[src/hdl/amvt_pkg.sv]
// Shared types, constants and saturation helper for the vertex transform.
// No dependencies.
package amvt_pkg;

  localparam int WordBits        = 32;
  localparam int ProdBits        = 2 * WordBits;
  localparam int SumBits         = ProdBits + 2;
  localparam int NumRows         = 4;
  localparam int NumCols         = 4;
  localparam int ScaleCols       = 3;
  localparam int FracBitsDefault = 16;

  typedef logic signed [WordBits-1:0] word_t;
  typedef logic signed [ProdBits-1:0] prod_t;
  typedef logic signed [SumBits-1:0]  sum_t;

  typedef enum logic [1:0] {
    CmdLoad      = 2'd0,
    CmdTransform = 2'd1,
    CmdTranslate = 2'd2,
    CmdScale     = 2'd3
  } cmd_e;

  // Coefficient store write controls
  typedef struct packed {
    logic       load;
    logic [1:0] col;
    logic       translate;
    logic       scale;
  } coef_wr_t;

  typedef struct packed {
    word_t value;
    logic  sat;
  } sat_t;

  localparam word_t WordMax = {1'b0, {(WordBits-1){1'b1}}};
  localparam word_t WordMin = {1'b1, {(WordBits-1){1'b0}}};

  // Clamp a wide sum to the signed word range
  function automatic sat_t sat_word(input sum_t v);
    sat_t r;
    if (v[SumBits-1:WordBits-1] == '0 || v[SumBits-1:WordBits-1] == '1) begin
      r.value = v[WordBits-1:0];
      r.sat   = 1'b0;
    end else begin
      r.value = v[SumBits-1] ? WordMin : WordMax;
      r.sat   = 1'b1;
    end
    return r;
  endfunction

endpackage

[src/hdl/amvt_coeffs.sv]
// Column-major 4x4 coefficient store, reset to identity.
// Depends on amvt_pkg.
module amvt_coeffs import amvt_pkg::*; #(
  parameter int FracBits = FracBitsDefault
) (
  input  logic     clk_i,
  input  logic     rst_ni,
  input  coef_wr_t wr_i,
  input  word_t    ld_val_i [NumRows],
  input  word_t    tr_val_i [NumRows],
  input  word_t    sc_val_i [NumRows][ScaleCols],
  output word_t    coef_o   [NumCols][NumRows]
);

  localparam word_t CoefOne = word_t'(1) << FracBits;

  word_t coef_q [NumCols][NumRows];
  word_t coef_d [NumCols][NumRows];

  // Write merge: load, translation column or scaled i, j, k
  always_comb begin
    coef_d = coef_q;
    if (wr_i.load) begin
      for (int r = 0; r < NumRows; r++) begin
        coef_d[wr_i.col][r] = ld_val_i[r];
      end
    end
    if (wr_i.translate) begin
      for (int r = 0; r < NumRows; r++) begin
        coef_d[NumCols-1][r] = tr_val_i[r];
      end
    end
    if (wr_i.scale) begin
      for (int c = 0; c < ScaleCols; c++) begin
        for (int r = 0; r < NumRows; r++) begin
          coef_d[c][r] = sc_val_i[r][c];
        end
      end
    end
  end

  always_ff @(posedge clk_i or negedge rst_ni) begin
    if (!rst_ni) begin
      for (int c = 0; c < NumCols; c++) begin
        for (int r = 0; r < NumRows; r++) begin
          coef_q[c][r] <= (c == r) ? CoefOne : '0;
        end
      end
    end else begin
      coef_q <= coef_d;
    end
  end

  assign coef_o = coef_q;

endmodule

[config.mk]
export PLATFORM = sky130hd
export DESIGN_NAME = amvt_coeffs
export DESIGN_NICKNAME = d
export VERILOG_FILES = /design/src/hdl/amvt_pkg.sv /design/src/hdl/amvt_coeffs.sv
export SDC_FILE = /design/constraint.sdc
export NUM_CORES = 1
export LEC_CHECK = 0
export BUFFER_PORTS_ARGS = -buffer_cell sky130_fd_sc_hd__buf_2
export CAP_MARGIN = 10
export CORE_AREA = 2 2 456 458
export CTS_CLUSTER_DIAMETER = 100
export DETAILED_ROUTE_END_ITERATION = 16
export DIE_AREA = 0 0 458 460
export SLEW_MARGIN = 40
export SYNTH_ARGS = -nofsm -noshare
export SYNTH_HDL_FRONTEND = slang
export SYNTH_SLANG_ARGS = --single-unit
[constraint.sdc]
create_clock -name clk_i -period 2.2 [get_ports clk_i]
set_input_delay 0.22 -clock clk_i [delete_from_list [all_inputs] [get_ports clk_i]]
set_output_delay 0.22 -clock clk_i [all_outputs]
set_load 0.01 [all_outputs]
# --- Yosys cells after proc, flatten, opt, wreduce, memory -nomap -nowiden ---
# Cells that the tools add are included.
totals:
  regBits: 512
  input_bits: 647
  output_inout_bits: 512
  elab_cells: 37
op_classes:
  magnitude_cmp: 2
  mux: 15
  bitwise: 1
  reduce_logical: 3
op_table:
  columns: ["operator", "n"]
  rows:
  - ["512-bit bitwise mux", 4]
  - ["128-bit demux with 2-bit select", 4]
  - ["512-bit 2-to-1 mux", 1]
  - ["384-bit 2-to-1 mux", 1]
  - ["128-bit 2-to-1 mux", 2]
  - ["96-bit 2-to-1 mux", 1]
  - ["64-bit 2-to-1 mux", 1]
  - ["32-bit 2-to-1 mux", 1]
  - ["2-bit nonzero test", 2]
  - ["3-bit greater-or-equal comparator (second input constant)", 1]
  - ["3-bit by 1-bit < comparator with 1-bit output (second input constant)", 1]
  - ["2-bit NOT with 3-bit output", 1]
  - ["1-bit logical AND", 1]

# --- Longest topological paths before layout ---
logic_depth:
  ltp_word: 11
  depth_mapped: 5
  mapped_depth_nobuf: 3

# --- Worst setup path before layout ---
# OpenSTA, ideal clock, no wires.
synth_path:
  path_type: "input port to flip-flop"
  startpoint: "in wr_i[3] (netlist name)"
  endpoint: "reg coef_q, in the netlist coef_o[384]"
  setup_ps: 122
  arrival_time_ps: 1023
  required_ps: 2078
  path_slack_ps: 1055
  path_stages: 5
  n_path_buf: 2
  path_cell_list: "or3b_1 > buf_4 > buf_6 > nand2_1 > a21oi_1"
synth_via:
  elab_chain_len: 8
  elab_cells_between_ends: 15
  cone_classes: "2 x order compare; 11 x mux; 1 x bitwise; 1 x reduce/logical"
synth_lines:
  columns: ["element", "line", "rtl"]
  rows:
  - ["start: declaration", "amvt_coeffs.sv:8", "input coef_wr_t wr_i,"]
  - ["2-bit NOT with 3-bit output (implied by the code) (*)", "amvt_coeffs.sv:25", "coef_d[wr_i.col][r] = ld_val_i[r];"]
  - ["3-bit greater-or-equal comparator (implied by the code), or another cell as far along", "amvt_coeffs.sv:25", null]
  - ["1-bit logical AND (implied by the code) or 512-bit bitwise mux (tied branches)", "amvt_coeffs.sv:25", null]
  - ["32-bit 2-to-1 mux (implied by the code) or 512-bit bitwise mux (tied branches)", "amvt_coeffs.sv:25", null]
  - ["128-bit demux with 2-bit select or 512-bit bitwise mux (tied branches)", "amvt_coeffs.sv:25", null]
  - ["512-bit bitwise mux (*)", "amvt_coeffs.sv:25", null]
  - ["512-bit 2-to-1 mux (*)", "amvt_coeffs.sv:23", "if (wr_i.load) begin"]
  - ["384-bit 2-to-1 mux (*)", "amvt_coeffs.sv:33", "if (wr_i.scale) begin"]
  - ["end signal: indexed assignment", "amvt_coeffs.sv:46", "coef_q[c][r] <= (c == r) ? CoefOne : '0;"]
  - ["end signal: assignment", "amvt_coeffs.sv:50", "coef_q <= coef_d;"]
  - ["end: declaration", "amvt_coeffs.sv:17", "word_t coef_q [NumCols][NumRows];"]
# Mark *: on every way between the ends. The rest lies on a longest branch, timed or not. The select of a mux whose other input is x is not followed.
# A chain may end at the register's enable or synchronous reset.

# --- Final worst setup path ---
layout_path:
  startpoint: "in wr_i[0] (netlist name)"
  endpoint: "reg coef_q, in the netlist coef_o[137]"
layout_via:
  elab_chain_len: 1
  elab_cells_between_ends: 2
  cone_classes: "1 x mux; 1 x reduce/logical"
layout_lines:
  columns: ["element"]
  rows:
  - ["384-bit 2-to-1 mux or 2-bit nonzero test (tied branches)"]
# Parallel ways exist; a longest one is shown, timed or not.

==> flow_summary.json <==
{
  "status": "complete, no violations",
  "multi_input_area_mm2": 0.00972,
  "internal_power_mw": 20.7,
  "ys_types": 17,
  "numPortBuffers": 1158,
  "slew_violations": 0,
  "fp.dieH_um": 460,
  "leakage_nw": 20.7,
  "rr_worst_depth": 3,
  "maxCapViolCount": 0,
  "hold_start": "ld_val_i[55]",
  "r2r-start": "coef_o[137]",
  "cpMaxStageDelayCell": "nor2b_1",
  "cp_max_fo": 111,
  "vias_per_cell": 4.10,
  "end_kind": "flip-flop",
  "ys.flop_type": "dfrtp_1",
  "critPathMaxStageDelay_ns": 0.59,
  "place_area_mm2": 0.0330,
  "r2r_slack_ns": 0.74,
  "setup_viol": 0,
  "globalRouteTotalUtil_pct": 18.4,
  "hold_violations": 0,
  "num_rows": 167,
  "grt_pass1_wl_um": 265000,
  "pwr-share-comb_pct": 25.9,
  "hold_end": "coef_o[311]",
  "die_x_um": 458,
  "ir_worst_vdd_uv": 563,
  "power.share.sequential_pct": 35.8,
  "root_buffer": "clkbuf_16",
  "first_pass_iters": 6,
  "whs_ns": 0.0492,
  "synthesis.area_mm2": 0.0237,
  "clk_pin_slew_worst_paths_ns": 0.06,
  "cts_tree": "built",
  "drt_first_iter_violations": 3056,
  "dieArea_mm2": 0.211,
  "grt_antenna_before_repair": 196,
  "reg2reg_to": "coef_o[137]",
  "core-area_mm2": 0.206,
  "synth_seq_cells": 512,
  "final_core_util_pct": 22.1,
  "final_cell_area_mm2": 0.0455,
  "rsz0062_at_grt": "false",
  "ctsResizeCount": 0,
  "synth-seq-area-share_pct": 54.1,
  "cts_setup_buffers": 0,
  "fin_skew_ns": 0,
  "cts.sinks": 512,
  "critPathBufInv": 3,
  "gp_congestion": 0.930,
  "syn_nets": 3298,
  "dr_total_vias": 31200,
  "p_switching_mw": 9.95,
  "numCtsBuffers": 67,
  "min_delay_path_depth": 3,
  "wl_um": 203000,
  "initial_core_util_pct": 11.5,
  "pwr_density_cell_mw_per_mm2": 673,
  "critPathArrivalTime_ns": 2.39,
  "grt_overflow_total": 0,
  "yosysWarnings": 0,
  "regArea_mm2": 0.0128,
  "hpwl_um": 159000,
  "fmax_mhz": 538,
  "finalCritPeriodShare_pct": 84.5,
  "wire_per_inst_um": 26.7,
  "pwr-share-clk_pct": 38.2,
  "synth-async-reset-ratio_pct": 100,
  "clock_latency_ns": 0.66,
  "worst_slew_pin_slew_ns": 0.735,
  "worstHoldPathType": "input port to flip-flop",
  "drc_errors": 0,
  "finalPower_mw": 30.6,
  "drive_gt1_share_pct": 28.6,
  "cp_cell_sequence": "buf_8 > buf_12 > nor2b_1 > a21oi_1 > dlygate4sd3_1",
  "synth_edf_count": 0,
  "max_slew_margin_pct": 51.0,
  "required_ns": 2.73,
  "synth.avg_cell_area_um2": 8.94,
  "crit_cells": 5,
  "crit_path_start_kind": "input port",
  "min_period_ns": 1.86,
  "syn_inst": 2651,
  "criticalPathCategory": "input port to flip-flop",
  "cp_top_family": "buffers and inverters",
  "tns_ns": 0,
  "io_pins": 1159,
  "grt_pass1_vias": 30600,
  "htree_levels": 3,
  "largest_reg_flops": 512,
  "cts.path.max_buffers": 3,
  "syn_to_final_growth_pct": 92.1,
  "nets": 5427,
  "ant_nets": 0,
  "grt_start_max_net_pins": 129,
  "p_sw_share_pct": 32.5,
  "fillers": 22400
}
stage by stage:
step	worst slack, ns	std cells
6_report	0.342	7610
5_1_grt	0.253	7568
4_1_cts	0.256	7534
3_5_place_dp	0.0530	6405
3_3_place_gp	0.0702	6405
2_1_floorplan	1.06	2651
cells in the mapped netlist (2+ instances only):
cell | instances | share of area (%)
a21oi_1 | 768 | 16
a22oi_1 | 128 | 4.1
and3b_1 | 2 | 0.074
buf_1 | 20 | 0.32
buf_2 | 52 | 1.1
buf_4 | 21 | 0.67
buf_6 | 36 | 1.7
clkbuf_1 | 82 | 1.3
dfrtp_1 | 508 | 54
dfstp_2 | 4 | 0.44
nand2_1 | 640 | 10
nand3b_1 | 2 | 0.063
nor2b_1 | 384 | 10
final cells by class:
class                           count  area share (%)
Antenna cell                       75           0.412
Clock inverter                     30           0.866
Timing Repair Buffer             2271            37.7
Multi-Input combinational cell   1928            21.3
Clock buffer                       90            4.14
Tap cell                         2704            7.43
Sequential cell                   512            28.1
cells by family (layout without fill, tap and decap cells):
| kind of cell | Yosys count | after routing | synth area share (%) |
|---|---|---|---|
| DFF | 512 | 512 | 54.1 |
| and+or+nand+nor | 1031 | 1031 | 20.5 |
| AOI/OAI and AO/OA | 897 | 897 | 20.3 |
| other | 0 | 75 | 0 |
| buffers and inverters | 211 | 2391 | 5.09 |
timing repair:
| item | 4_1_cts | 5_1_grt |
|---|---|---|
| endpoints found under the setup margin | 0 | 0 |
| hold buffers | 1009 | 0 |
| endpoints found under the hold margin | 843 | 0 |
power by group through the flow:
stage / Clock (mW) / Sequential (mW) / Combinational [mW]
after CTS: 12.1 / 10.9 / 7.90
after floorplan: 0 / 11.5 / 1.73
after detailed placement: 0 / 11.1 / 5.74
after global routing: 12.3 / 11.1 / 8.47
after global placement: 0 / 11.1 / 5.67
final: 11.7 / 11.0 / 7.95
worst min-delay path: stages:
cell and delay (ns):
buf_2 0.23, a21oi_1 0.18, a21oi_1 0.07
metal layers:
layer / routed length, um / vias to the layer above / global-route usage (%)
met4: 17200 / 134 / 13.4
met2: 85600 / 2188 / 27.7
met1: 77400 / 15000 / 21.4
met3: 22000 / 597 / 6.91
li1: - / 13300 / -
met5: 895 / - / 0
worst max path at each step:
stage          startpoint     endpoint  slack [ns]
2_1_floorplan     wr_i[3]  coef_o[384]        1.06
3_3_place_gp      wr_i[0]  coef_o[137]        0.07
3_5_place_dp      wr_i[0]  coef_o[137]        0.05
4_1_cts           wr_i[0]  coef_o[137]        0.26
5_1_grt           wr_i[0]  coef_o[137]        0.25
6_report          wr_i[0]  coef_o[137]        0.34
cell usage in the layout (no fill, tap or decap), types with 12 or more instances in the layout:
cell / instances
clkbuf_16: 68
buf_4: 68
dlygate4sd3_1: 1007
dfrtp_1: 508
a22oi_1: 128
buf_2: 1157
clkbuf_1: 12
nand2_1: 640
buf_12: 35
a21oi_1: 767
nor2b_1: 384
diode_2: 75
(Power assumes the default switching activity.)
